<file path="config.mk">
export PLATFORM = sky130hd
export DESIGN_NAME = base64_stream_codec
export DESIGN_NICKNAME = d
export VERILOG_FILES = /design/src/sv/b64sc_pkg.sv /design/src/sv/b64sc_front.sv /design/src/sv/b64sc_queue.sv /design/src/sv/b64sc_back.sv /design/src/sv/base64_stream_codec.sv
export SDC_FILE = /design/constraint.sdc
export NUM_CORES = 1
export LEC_CHECK = 0
export ABC_AREA = 1
export BUFFER_PORTS_ARGS = -buffer_cell sky130_fd_sc_hd__buf_2
export CORE_MARGIN = 1.5
export CORE_UTILIZATION = 61
export CTS_CLUSTER_DIAMETER = 50
export DETAILED_ROUTE_END_ITERATION = 16
export GPL_TIMING_DRIVEN = 0
export PLACE_DENSITY = 0.79
export SYNTH_ARGS = -nofsm -noshare
export SYNTH_HDL_FRONTEND = slang
export SYNTH_SLANG_ARGS = --single-unit
</file>
<file path="constraint.sdc">
create_clock -name aclk -period 5.73 [get_ports aclk]
set_input_delay 0.2865 -clock aclk [delete_from_list [all_inputs] [get_ports aclk]]
set_output_delay 0.2865 -clock aclk [all_outputs]
set_load 0.02 [all_outputs]
</file>
<file path="src/sv/b64sc_pkg.sv">
package b64sc_pkg;

    typedef enum logic [1:0] {
        ST_OK         = 2'd0,
        ST_BAD_CHAR   = 2'd1,
        ST_INCOMPLETE = 2'd2
    } status_t;

    typedef enum logic [3:0] {
        JOB_ENC = 4'b0001,
        JOB_DEC = 4'b0010,
        JOB_ERR = 4'b0100,
        JOB_INC = 4'b1000
    } job_kind_t;

    typedef struct packed {
        job_kind_t   kind;
        logic [23:0] word;
    } job_t;

    localparam logic [7:0] CHAR_PLUS  = 8'h2b;
    localparam logic [7:0] CHAR_SLASH = 8'h2f;

    function automatic logic [7:0] sextet_to_char(input logic [5:0] v);
        logic [7:0] r;
        if (v < 6'd26) begin
            r = 8'(8'd65 + {2'b00, v});
        end else if (v < 6'd52) begin
            r = 8'(8'd71 + {2'b00, v});
        end else if (v < 6'd62) begin
            r = 8'({2'b00, v} - 8'd4);
        end else if (v == 6'd62) begin
            r = CHAR_PLUS;
        end else begin
            r = CHAR_SLASH;
        end
        return r;
    endfunction

    // Bit 6 flags a character outside the alphabet.
    function automatic logic [6:0] char_to_sextet(input logic [7:0] c);
        logic [6:0] r;
        if (c >= 8'h41 && c <= 8'h5a) begin
            r = 7'(c - 8'h41);
        end else if (c >= 8'h61 && c <= 8'h7a) begin
            r = 7'(c - 8'd71);
        end else if (c >= 8'h30 && c <= 8'h39) begin
            r = 7'(c + 8'd4);
        end else if (c == CHAR_PLUS) begin
            r = 7'd62;
        end else if (c == CHAR_SLASH) begin
            r = 7'd63;
        end else begin
            r = 7'h40;
        end
        return r;
    endfunction

endpackage

</file>
<file path="src/sv/b64sc_front.sv">
module b64sc_front
    import b64sc_pkg::*;
(
    input  logic       aclk,
    input  logic       aresetn,
    input  logic       cfg_we,
    input  logic       cfg_wdata,
    input  logic       in_valid,
    input  logic       in_ready,
    input  logic [7:0] in_byte,
    input  logic       in_end,
    output logic       push,
    output job_t       job
);

    logic        dir_reg, dir_next;
    logic [1:0]  count_reg, count_next;
    logic [17:0] held_reg, held_next;
    logic        err_reg, err_next;
    logic [6:0]  sx;
    logic        accept;

    assign accept = in_valid & in_ready;
    assign sx     = char_to_sextet(in_byte);

    always_comb begin
        dir_next   = dir_reg;
        count_next = count_reg;
        held_next  = held_reg;
        err_next   = err_reg;
        push       = 1'b0;
        job.kind   = JOB_INC;
        job.word   = '0;
        if (cfg_we) begin
            dir_next   = cfg_wdata;
            count_next = '0;
            held_next  = '0;
            err_next   = 1'b0;
        end else if (accept) begin
            if (!dir_reg) begin
                if (count_reg < 2'd2) begin
                    held_next  = {held_reg[9:0], in_byte};
                    count_next = 2'(count_reg + 2'd1);
                    if (in_end) begin
                        push       = 1'b1;
                        job.kind   = JOB_INC;
                        count_next = '0;
                        held_next  = '0;
                    end
                end else begin
                    push       = 1'b1;
                    job.kind   = JOB_ENC;
                    job.word   = {held_reg[15:0], in_byte};
                    count_next = '0;
                    held_next  = '0;
                end
            end else if (err_reg) begin
                if (in_end) begin
                    err_next   = 1'b0;
                    count_next = '0;
                    held_next  = '0;
                end
            end else if (sx[6]) begin
                push       = 1'b1;
                job.kind   = JOB_ERR;
                count_next = '0;
                held_next  = '0;
                err_next   = ~in_end;
            end else if (count_reg < 2'd3) begin
                held_next  = {held_reg[11:0], sx[5:0]};
                count_next = 2'(count_reg + 2'd1);
                if (in_end) begin
                    push       = 1'b1;
                    job.kind   = JOB_INC;
                    count_next = '0;
                    held_next  = '0;
                end
            end else begin
                push       = 1'b1;
                job.kind   = JOB_DEC;
                job.word   = {held_reg, sx[5:0]};
                count_next = '0;
                held_next  = '0;
            end
        end
    end

    always_ff @(posedge aclk) begin
        if (!aresetn) begin
            dir_reg   <= 1'b0;
            count_reg <= '0;
            held_reg  <= '0;
            err_reg   <= 1'b0;
        end else begin
            dir_reg   <= dir_next;
            count_reg <= count_next;
            held_reg  <= held_next;
            err_reg   <= err_next;
        end
    end

endmodule

</file>
<file path="src/sv/b64sc_queue.sv">
module b64sc_queue
    import b64sc_pkg::*;
#(
    parameter int DEPTH = 2
) (
    input  logic aclk,
    input  logic aresetn,
    input  logic push,
    input  job_t push_job,
    input  logic pop,
    output logic full,
    output logic head_valid,
    output job_t head_job
);

    localparam int PTR_W = (DEPTH > 1) ? $clog2(DEPTH) : 1;
    localparam int CNT_W = $clog2(DEPTH + 1);
    localparam logic [PTR_W-1:0] LAST_PTR = PTR_W'(DEPTH - 1);
    localparam logic [CNT_W-1:0] FULL_CNT = CNT_W'(DEPTH);

    job_t             mem_reg [DEPTH];
    logic [PTR_W-1:0] wr_reg, wr_next;
    logic [PTR_W-1:0] rd_reg, rd_next;
    logic [CNT_W-1:0] cnt_reg, cnt_next;
    logic             do_push, do_pop;

    assign full       = (cnt_reg == FULL_CNT);
    assign head_valid = (cnt_reg != '0);
    assign head_job   = mem_reg[rd_reg];
    assign do_push    = push & ~full;
    assign do_pop     = pop & head_valid;

    always_comb begin
        wr_next  = wr_reg;
        rd_next  = rd_reg;
        cnt_next = cnt_reg;
        if (do_push) begin
            wr_next = (wr_reg == LAST_PTR) ? '0 : PTR_W'(wr_reg + 1'b1);
        end
        if (do_pop) begin
            rd_next = (rd_reg == LAST_PTR) ? '0 : PTR_W'(rd_reg + 1'b1);
        end
        if (do_push && !do_pop) begin
            cnt_next = CNT_W'(cnt_reg + 1'b1);
        end else if (!do_push && do_pop) begin
            cnt_next = CNT_W'(cnt_reg - 1'b1);
        end
    end

    always_ff @(posedge aclk) begin
        if (!aresetn) begin
            wr_reg  <= '0;
            rd_reg  <= '0;
            cnt_reg <= '0;
        end else begin
            wr_reg  <= wr_next;
            rd_reg  <= rd_next;
            cnt_reg <= cnt_next;
        end
    end

    always_ff @(posedge aclk) begin
        if (do_push) begin
            mem_reg[wr_reg] <= push_job;
        end
    end

endmodule

</file>
<file path="src/sv/b64sc_back.sv">
module b64sc_back
    import b64sc_pkg::*;
(
    input  logic       aclk,
    input  logic       aresetn,
    input  logic       head_valid,
    input  job_t       head_job,
    output logic       pop,
    output logic       out_valid,
    input  logic       out_ready,
    output logic [7:0] out_byte,
    output status_t    out_status,
    output logic       out_last
);

    logic [1:0] idx_reg, idx_next;
    logic       valid_reg, valid_next;
    logic [7:0] byte_reg, byte_next;
    status_t    status_reg, status_next;
    logic       last_reg, last_next;
    logic       load;
    logic [5:0] sextet;
    logic [7:0] dec_byte;

    assign load = head_valid & (~valid_reg | out_ready);

    always_comb begin
        case (idx_reg)
            2'd0:    sextet = head_job.word[23:18];
            2'd1:    sextet = head_job.word[17:12];
            2'd2:    sextet = head_job.word[11:6];
            default: sextet = head_job.word[5:0];
        endcase
        case (idx_reg)
            2'd0:    dec_byte = head_job.word[23:16];
            2'd1:    dec_byte = head_job.word[15:8];
            default: dec_byte = head_job.word[7:0];
        endcase
    end

    always_comb begin
        idx_next    = idx_reg;
        valid_next  = valid_reg;
        byte_next   = byte_reg;
        status_next = status_reg;
        last_next   = last_reg;
        pop         = 1'b0;
        if (load) begin
            valid_next = 1'b1;
            unique case (head_job.kind)
                JOB_ENC: begin
                    byte_next   = sextet_to_char(sextet);
                    status_next = ST_OK;
                    last_next   = (idx_reg == 2'd3);
                end
                JOB_DEC: begin
                    byte_next   = dec_byte;
                    status_next = ST_OK;
                    last_next   = (idx_reg == 2'd2);
                end
                JOB_ERR: begin
                    byte_next   = '0;
                    status_next = ST_BAD_CHAR;
                    last_next   = 1'b1;
                end
                default: begin
                    byte_next   = '0;
                    status_next = ST_INCOMPLETE;
                    last_next   = 1'b1;
                end
            endcase
            if (last_next) begin
                pop      = 1'b1;
                idx_next = '0;
            end else begin
                idx_next = 2'(idx_reg + 2'd1);
            end
        end else if (out_ready) begin
            valid_next = 1'b0;
        end
    end

    always_ff @(posedge aclk) begin
        if (!aresetn) begin
            idx_reg   <= '0;
            valid_reg <= 1'b0;
        end else begin
            idx_reg   <= idx_next;
            valid_reg <= valid_next;
        end
    end

    always_ff @(posedge aclk) begin
        byte_reg   <= byte_next;
        status_reg <= status_next;
        last_reg   <= last_next;
    end

    assign out_valid  = valid_reg;
    assign out_byte   = byte_reg;
    assign out_status = status_reg;
    assign out_last   = last_reg;

endmodule

</file>
<file path="src/sv/base64_stream_codec.sv">
// Base64 stream codec, standard alphabet, no padding.
// Requests enter on the s_ channel: one byte or character in s_tdata, with
// s_tlast marking the final request of a stream. Results leave on the m_
// channel: a character or data byte in m_tdata, a status code in m_tuser and
// m_tlast on the final result caused by one request. cfg_we with cfg_wdata
// selects encoding (0) or decoding (1) and clears the group state; write it
// only while the block is idle.
// An accepted request updates the group state and may become a job for a
// small queue. The output stage expands a job at one result per cycle while
// m_tready is high: four characters per encoded group, three bytes per
// decoded group, one result for an error or an incomplete group. Each job is
// held in the queue and each result in the output register. Throughput is
// bounded by the output stage: three requests per four results when
// encoding, one per cycle when decoding. s_tready falls only when the
// queue is full. Reset clears the direction to encoding, the group state,
// the queue and the output stage. While m_tready is low the output register
// holds its result, the queue fills and s_tready then stalls the sender.
module base64_stream_codec
    import b64sc_pkg::*;
#(
    parameter int QUEUE_DEPTH = 2
) (
    input  logic       aclk,
    input  logic       aresetn,
    input  logic       cfg_we,
    input  logic       cfg_wdata,
    input  logic       s_tvalid,
    output logic       s_tready,
    input  logic [7:0] s_tdata,   // in_byte
    input  logic       s_tlast,   // in_end
    output logic       m_tvalid,
    input  logic       m_tready,
    output logic [7:0] m_tdata,   // out_byte
    output logic [1:0] m_tuser,   // status
    output logic       m_tlast    // out_last
);

    logic    push, pop, q_full, head_valid;
    job_t    push_job, head_job;
    status_t out_status;

    assign s_tready = ~q_full;
    assign m_tuser  = out_status;

    b64sc_front u_front (
        .aclk      (aclk),
        .aresetn   (aresetn),
        .cfg_we    (cfg_we),
        .cfg_wdata (cfg_wdata),
        .in_valid  (s_tvalid),
        .in_ready  (s_tready),
        .in_byte   (s_tdata),
        .in_end    (s_tlast),
        .push      (push),
        .job       (push_job)
    );

    b64sc_queue #(
        .DEPTH (QUEUE_DEPTH)
    ) u_queue (
        .aclk       (aclk),
        .aresetn    (aresetn),
        .push       (push),
        .push_job   (push_job),
        .pop        (pop),
        .full       (q_full),
        .head_valid (head_valid),
        .head_job   (head_job)
    );

    b64sc_back u_back (
        .aclk       (aclk),
        .aresetn    (aresetn),
        .head_valid (head_valid),
        .head_job   (head_job),
        .pop        (pop),
        .out_valid  (m_tvalid),
        .out_ready  (m_tready),
        .out_byte   (m_tdata),
        .out_status (out_status),
        .out_last   (m_tlast)
    );

    a_err_no_data: assert property (@(posedge aclk) disable iff (!aresetn)
        m_tvalid && out_status != ST_OK |-> m_tdata == 8'h00)
        else $error("error result carries data");

    a_err_is_last: assert property (@(posedge aclk) disable iff (!aresetn)
        m_tvalid && out_status != ST_OK |-> m_tlast)
        else $error("error result not marked last");

    a_out_from_queue: assert property (@(posedge aclk) disable iff (!aresetn)
        $rose(m_tvalid) |-> $past(head_valid))
        else $error("result produced without a queued job");

    a_push_has_room: assert property (@(posedge aclk) disable iff (!aresetn)
        push |-> !q_full)
        else $error("job pushed into full queue");

endmodule
</file>
==> results of run 1 <==
## cells by family after synthesis
logic type / count (synthesis) / synth area share, %
AOI/OAI and AO/OA: 137 / 13.8
xor gates and xnor gates: 10 / 1.58
adders and majority gates: 21 / 4.73
buffers and inverters: 119 / 8.67
DFF: 97 / 47.0
and+or+nand+nor: 314 / 24.2
## synth_stat cells (5+ instances only)
library cell / count / area share [%]
nand2_1: 177 / 12
inv_1: 92 / 6.2
edfxtp_1: 67 / 36
nor2_1: 56 / 3.8
a21oi_1: 51 / 4.6
nand3_1: 48 / 4.3
o21ai_0: 44 / 4.0
dfxtp_1: 30 / 11
ha_1: 21 / 4.7
o22ai_1: 18 / 2.0
clkbuf_1: 8 / 0.54
xor2_1: 8 / 1.3
nor3_1: 7 / 0.63
inv_2: 6 / 0.41
nand4_1: 6 / 0.68
o211ai_1: 6 / 0.81
o21ai_2: 6 / 0.95
nand2_2: 5 / 0.56
## critical path: stages
cell and delay [ns]:
buf_2 0.12, clkbuf_2 0.16, inv_1 0.17, ha_1 0.24, inv_1 0.07, o21ai_0 0.22, nand2_1 0.08, nand2_1 0.18
nand2_1 0.17, nand2_1 0.13, nand2_1 0.10, nand2_1 0.16, inv_2 0.09, nand3_1 0.09, nand3_1 0.10, inv_1 0.79
## per-stage QoR
stage	utilization (%)	std cells
finish	68.8	849
detailed placement	66.6	833
global route	68.8	849
CTS	68.8	849
global placement	66.4	832
floorplan	-	698
## layout make-up
class | count | area [sq um]
Fill cell | 731 | 2730
Sequential cell | 97 | 2610
Multi-Input combinational cell | 482 | 2470
Inverter | 100 | 375
Timing Repair Buffer | 27 | 145
Clock buffer | 10 | 138
Tap cell | 108 | 135
Buffer | 19 | 106
Clock inverter | 6 | 47.5
## cells in the final DEF (no fill, tap or decap), drive strengths merged, types with 18 or more instances in the layout
master  Yosys  final
a21oi      51     51
dfxtp      30     30
o22ai      18     18
edfxtp     67     67
inv        98    101
nor2       59     59
o21ai      54     54
ha         21     21
nand2     182    182
buf         9     36
nand3      50     50
clkbuf     10     20
## report_power, final
part	leakage [nW]	total (mW)	internal, mW	switching (mW)
clock	0.0898	0.421	0.174	0.247
sequential	0.841	0.877	0.843	0.0337
combinational	1.67	0.999	0.308	0.692
## worst paths after layout
check	from	to	slack (ns)	cells after the start
setup / recovery	s_tdata[2]	u_queue.mem_reg[1][5]	2.53	16
hold / removal	s_tlast	u_front.err_reg	0.13	2
setup reg to reg	u_back.idx_reg[0]	u_back.out_byte[2]	2.66	14
hold reg to reg	u_front.count_reg[0]	u_front.count_reg[0]	0.49	2
## routing by layer
layer	wire [um]	part of all wire, %
met1	5430	41
met4	399	3.0
met2	6480	49
met3	909	6.9
met5	0	0
==> metrics list, run 1 <==
- Area of the mapped netlist: 0.00556 sq mm
- Met2 demand-to-capacity share in global routing: 48.3%
- Remaining global-route overflow: 0
* Clock latency on the worst-skew pair: 0.37 ns
* Maximum level of the CTS H-tree: 3
- The average instance in the mapped netlist occupies 7.96 sq um.
- The placed instances occupy a cell area of 0.00584 sq mm.
- Final period demand of the worst path: 3.20 ns
- Core ar.: 0.00876 sq mm
- The die is 98.5 um tall.
* Number of sinks handled by clock tree synthesis: 97
- Crit path arrival time: 3.18 ns
* Crit-path max FO: 28
- Data on the critical path is required at its endpoint by 5.71 ns.
- Top-level port count: 28
* Proportion of layout cells with a drive suffix above 1: 11.3%
- Hold repair after CTS inserted 0 buffers.
- Hold timing on the final database bottoms out at a slack of 0.132 ns.
- Overall power: 2.30 mW
- Layout Area Growth over Synthesis: 8.49%
- Portion of the clock cycle consumed by the worst path in the final layout: 55.9%
- For this configuration, the core starts out at a cell density of 63.4%.
* Maximum number of buffers from clock root to sink: 2
- Lkg Pwr: 2.60 nW
- Once the clock tree was built, the resizer swapped 0 gates to a different size.
- Number of optimization iterations in the first detailed-route pass: 5
- Area of the die: 0.00969 sq mm
* Row count: 34
* Average detailed-routed wire length per instance: 15.6 um
- Synthesis Warnings: 0
- Total count of max-transition violations in the final report: 0
- Transition time of the tightest slew-check pin: 1.08 ns
- Global routing used 28.6% of the available tracks.
* Quantity of I/O buffers inserted on ports: 26
* Share of synthesized area occupied by flip-flops and latches: 47.0%
- Number of buffers created by CTS: 9
* Post-synth net total: 734
- Using the TritonRoute via totals, the vias-per-cell ratio works out to 5.75.
- The run finished with clean final reports.
* Worst slack at placement: 2.20 ns
- Top flip-flop cell by instance count after synthesis: edfxtp_1
* Crit path capture type: flip-flop
- The number of antenna diodes in the final layout is 0.
- Busiest metal layer after global routing: met2
- Number of design rule violations left after detail routing: 0
- IR Drop Worst-Case VDD: 176 uV
- Yosys mapped the design onto 40 distinct sky130hd cell types.
- Die Span X: 98.5 um
- Clock-pin slew was measured on the worst setup and hold paths at 0.10 ns.
- Power density over the cells: 381 mW/mm^2
- The number of antenna violations at the first check in global routing was 0.
* Fraction of synthesis flops using an asynchronous set or reset pin: 0%
- In this run the worst hold path is classified as in -> reg.
* Number of maximum-capacitance constraint violations: 0
* Clock tree from TritonCTS: yes
- Number of synthesized flops with an enable pin: 67
* Post-route clock skew: 0.0199 ns
- Type of the worst setup path: in -> reg
- Cell count after synthesis: 698
* Final hold viol count: 0
- Summed over all failing endpoints, the final setup total negative slack is 0 ns.
- The cell sitting at the root of the clock tree is a clkbuf_8.
- Routing usage on met1: 36.1%
* Number of buffers added for setup after CTS: 0
- Setup ws final: 2.53 ns
* Global-route track usage on met3: 5.25%
* Flip-flop and latch count after synthesis: 97
* Drt first-iter violations: 301
- Summed over all nets, the half-perimeter wirelength after detailed placement is 10.1 mm.
- With fillers left out, the area of the finished cells amounts to 0.00603 sq mm.
* Critical Path Start Type: input pin
- The final layout contains routed wiring with a total length of 13.2 mm.
- Layout Nets: 772
- Pin count of the biggest net entering global routing: 29
* Maximum achievable frequency: 312 MHz
- Setup violations remaining at the end of the flow were counted as 0.
- RSZ-0062 raised after global routing: false
- The worst pin sits at a relative slew slack of 27.9%.
- The congestion estimate from routability-driven global placement came to 0.950.
- Global-route wire length before repair: 22.0 mm
- Vias in the first global route: 4625
* Post-DRT Antenna Nets: 0
* Number of flip-flops in the largest register: 56
- The final route contains 4885 vias.
Note: power is estimated with default switching activity, not from simulation.
==> run 2: changes to the inputs <==
ABC_AREA = 0   (was 1)
PLACE_DENSITY = 0.8   (was 0.79)
clock period = 3.3 ns   (was 5.73 ns; I/O delays follow)
==> run 2 against run 1 <==
Effect of this change:
- clock power rose by 74%
- clock-buffer cell count unchanged
- utilization grew 2.0 points
- worst setup slack worse by 2.4 ns
- synthesized area decreased by 4.3%
- clock skew down 0.0040 ns
- routed wire length decreased by 7.5%
- critical path type is now reg -> reg
- critical endpoint is now u_back.out_byte[1]
- largest power group is now sequential cells
- highest routed layer unchanged
==> metrics list, run 2 <==
- The run finished with clean final reports.
* Top flip-flop cell by instance count after synthesis: edfxtp_1
- The library cells used most frequently in the layout, excluding fill and tap cells, are edfxtp_1 (67), nor2_1 (45), buf_2 (32), dfxtp_1 (29), o21ai_0 (28).
* Die Height: 96.4 um
* Filler-free cell count of the finished design: 642
- At the pin with the least slew margin, the transition time is 0.821 ns.
- Routability-driven placement finished with a final weighted congestion of 0.893.
- Top-level port count: 28
- Counting distinct cell types in the post-synthesis netlist gives 69.
* Number of flip-flops in the largest register: 56
- After synthesis, the largest area contributor takes up 37.8% of total cell area.
- In this run the tightest slew margin relative to its limit is 43.7%.
* Total global routing track utilization: 27.9%
* Number of buffers created by CTS: 9
* Quantity of I/O buffers inserted on ports: 27
- The most numerous cell type found on the critical path is buf_8.
- Busiest metal layer after global routing: met2
- Global-route wire length before repair: 19.4 mm
* Die Span X: 96.4 um
- Mean instance size in the synthesized netlist: 10.8 sq um
* Slowest Stage Delay on Critical Path: 0.44 ns
- Crit path capture type: flip-flop
- The number of nets in the synthesized netlist is 527.
- Vias in the first global route: 3903
- Dividing total power by cell area gives a power density of 549 mW/mm^2.
* Total instance count after detailed placement: 623
- RSZ-0062 raised after global routing: true
* Type of the worst setup path: reg -> reg
* Worst slack at placement: -0.493 ns
- Total count of max-transition violations in the final report: 0
- In the synthesized netlist, the cells that appear most often are edfxtp_1 (67), nor2_1 (45), dfxtp_1 (30).
- Initial cell density of the core: 63.8%
* CP cell instances: buf_8 > buf_8 > mux2_1 > a222oi_1 > mux2i_2 > ha_2 > a21boi_0 > a21boi_2 > o21ai_2 > and2b_2 > or4_1 > o221ai_1
* Maximum number of buffers from clock root to sink: 2
- Portion of the clock cycle consumed by the worst path in the final layout: 97.0%
- Layout Nets: 568
- STA classifies the critical path startpoint as a flip-flop.
* Most instantiated library cell after synthesis: edfxtp_1
* Routing usage on met1: 36.6%
- Count of final setup violators: 0
- Drt first-iter violations: 284
* Total via count in the routed design: 4232
* Cell with the largest stage delay on the worst path: a222oi_1
- Compared with the post-synthesis result, the final layout area differs by 11.1%.
* Pin count of the biggest net entering global routing: 29
- Global-route track usage on met3: 4.34%
- Summed over all nets, the half-perimeter wirelength after detailed placement is 8.80 mm.
* Final hold viol count: 0
- The routed design has 12.2 mm of wire.
- After synthesis the netlist holds a flip-flop and latch count of 97.
- Cell count after synthesis: 491
* Area of the mapped netlist: 0.00532 sq mm
- Counting every sink on the clock net gives 97.
- Post-DRT Antenna Nets: 0
- Number of maximum-capacitance constraint violations: 0
- The number of antenna diodes in the final layout is 0.
- Maximum level of the CTS H-tree: 3
- After global routing the overflow that remains totals 0.
* Number of design rule violations left after detail routing: 0
- For this run, global-route usage on met2 was measured as 46.7%.
- Summing the sequential cell areas from Yosys gives 49.1% of the chip area.
* Required @ worst endpoint: 3.38 ns
- Row count: 33
* Fraction of synthesis flops using an asynchronous set or reset pin: 0%
- The later pin in the worst-skew pair is clocked with a latency of 0.37 ns.
- Proportion of layout cells with a drive suffix above 1: 17.5%
- The path class of the tightest hold or removal check is in -> reg.
* CTS hold repair buffers: 0
- The worst path needs 3.20 ns of the cycle, external delays included.
* CTS Root Cell: clkbuf_8
- Number of optimization iterations in the first detailed-route pass: 5
* Lkg Pwr: 2.11 nW
- Clock tree from TritonCTS: yes
- IR Drop Worst-Case VDD: 279 uV
* Post-route clock skew: 0.0159 ns
- Across all hold checks on the routed design, the worst slack comes to 0.0683 ns.
- Initial antenna violation count: 0
- Top cells by area in the synthesized netlist: edfxtp_1 (38%), dfxtp_1 (11%), ha_1 (4.9%)
* Synthesis Warnings: 0
- The die covers 0.00929 sq mm.
* Mean number of vias per cell: 6.59
- Leaving out fill and tap cells, the most frequent cell in the layout is edfxtp_1.
- Flop-to-flop setup slack: 0.1 ns
* Number of synthesized flops with an enable pin: 67
- Data on the critical path arrives at its endpoint at 3.28 ns.
- After clock tree synthesis, the clock-pin slew on the worst setup and hold paths is 0.11 ns.
- The floorplan step defined a core boundary enclosing 0.00834 sq mm.
* Cell accounting for the most synthesized area: edfxtp_1
- Setup slack closes at 0.0976 ns.
- Crit-path max FO: 10
- After detailed routing, the average wire length per cell comes to 19.0 um.
- Maximum achievable frequency: 312 MHz
-- run 2: cell count changes after synthesis, moves of 16 or more --
cell	change
a21oi_1	-29
nand2_1	-154
o21ai_0	-16
a22o_1	+23
nand3_1	-41
inv_1	-75
a221oi_1	+23
-- run 2: where the power goes --
part           total [mW]  switching [mW]  internal [mW]
Combinational        1.01           0.608          0.401
Sequential           1.50          0.0677           1.43
Clock               0.734           0.440          0.294
-- run 2: through the flow --
| stage | area, sq um | utilization (%) | total power [mW] | setup TNS, ns |
|---|---|---|---|---|
| after global placement | 5610 | 67.2 | 2.43 | -24.32 |
| after detailed placement | 5610 | 67.2 | 2.47 | -26.35 |
| after floorplan | 5340 | - | 2.22 | 0 |
| after global routing | 5910 | 70.8 | 3.40 | -0.0960 |
| after CTS | 5810 | 69.7 | 3.20 | 0 |
| final | 5910 | 70.8 | 3.24 | 0 |
-- run 2: kinds of logic after synthesis --
kind of cell               share of synthesized area (%)
AOI/OAI and AO/OA                                   20.4
xor gates and xnor gates                            1.65
adders and majority gates                           4.94
buffers and inverters                               3.69
DFF                                                 49.1
muxes                                               6.54
and+or+nand+nor                                     13.6
-- run 2: cell type report --
| class | instances | area [sq um] |
|---|---|---|
| Clock buffer | 10 | 128 |
| Fill cell | 648 | 2430 |
| Multi-Input combinational cell | 349 | 2560 |
| Timing Repair Buffer | 32 | 213 |
| Buffer | 24 | 126 |
| Tap cell | 105 | 131 |
| Clock inverter | 6 | 58.8 |
| Sequential cell | 97 | 2620 |
| Inverter | 19 | 71.3 |
-- run 2: worst paths after layout --
kind,start,to,cells after the start
setup / recovery,flip-flop,u_back.out_byte[1],12
hold / removal,cfg_wdata,u_front.dir_reg,3
setup reg to reg,flip-flop,u_back.out_byte[1],12
hold reg to reg,u_front.held_reg[17],u_front.held_reg[17],2
-- run 2: what timing repair did --
action | 4_1_cts | 5_1_grt
gates resized for setup | 10 | 7
hold endpoints to repair | 0 | 0
pin swaps | 3 | 1
endpoints found under the setup margin | 61 | 5
setup buffers | 0 | 3
-- run 2: layer usage --
| layer | vias up | routed length [um] |
|---|---|---|
| met4 | 0 | 348 |
| met5 | - | 0 |
| met3 | 38 | 691 |
| met2 | 201 | 5990 |
| li1 | 1975 | - |
| met1 | 2018 | 5200 |
-- run 2: worst max-delay path, delay by kind of cell (launching register included) --
family,cells,cell delay (ns)
AOI/OAI and AO/OA,5,1.04
muxes,2,0.56
DFF,1,0.40
and+or+nand+nor,2,0.35
buffers and inverters,2,0.32
adders and majority gates,1,0.24
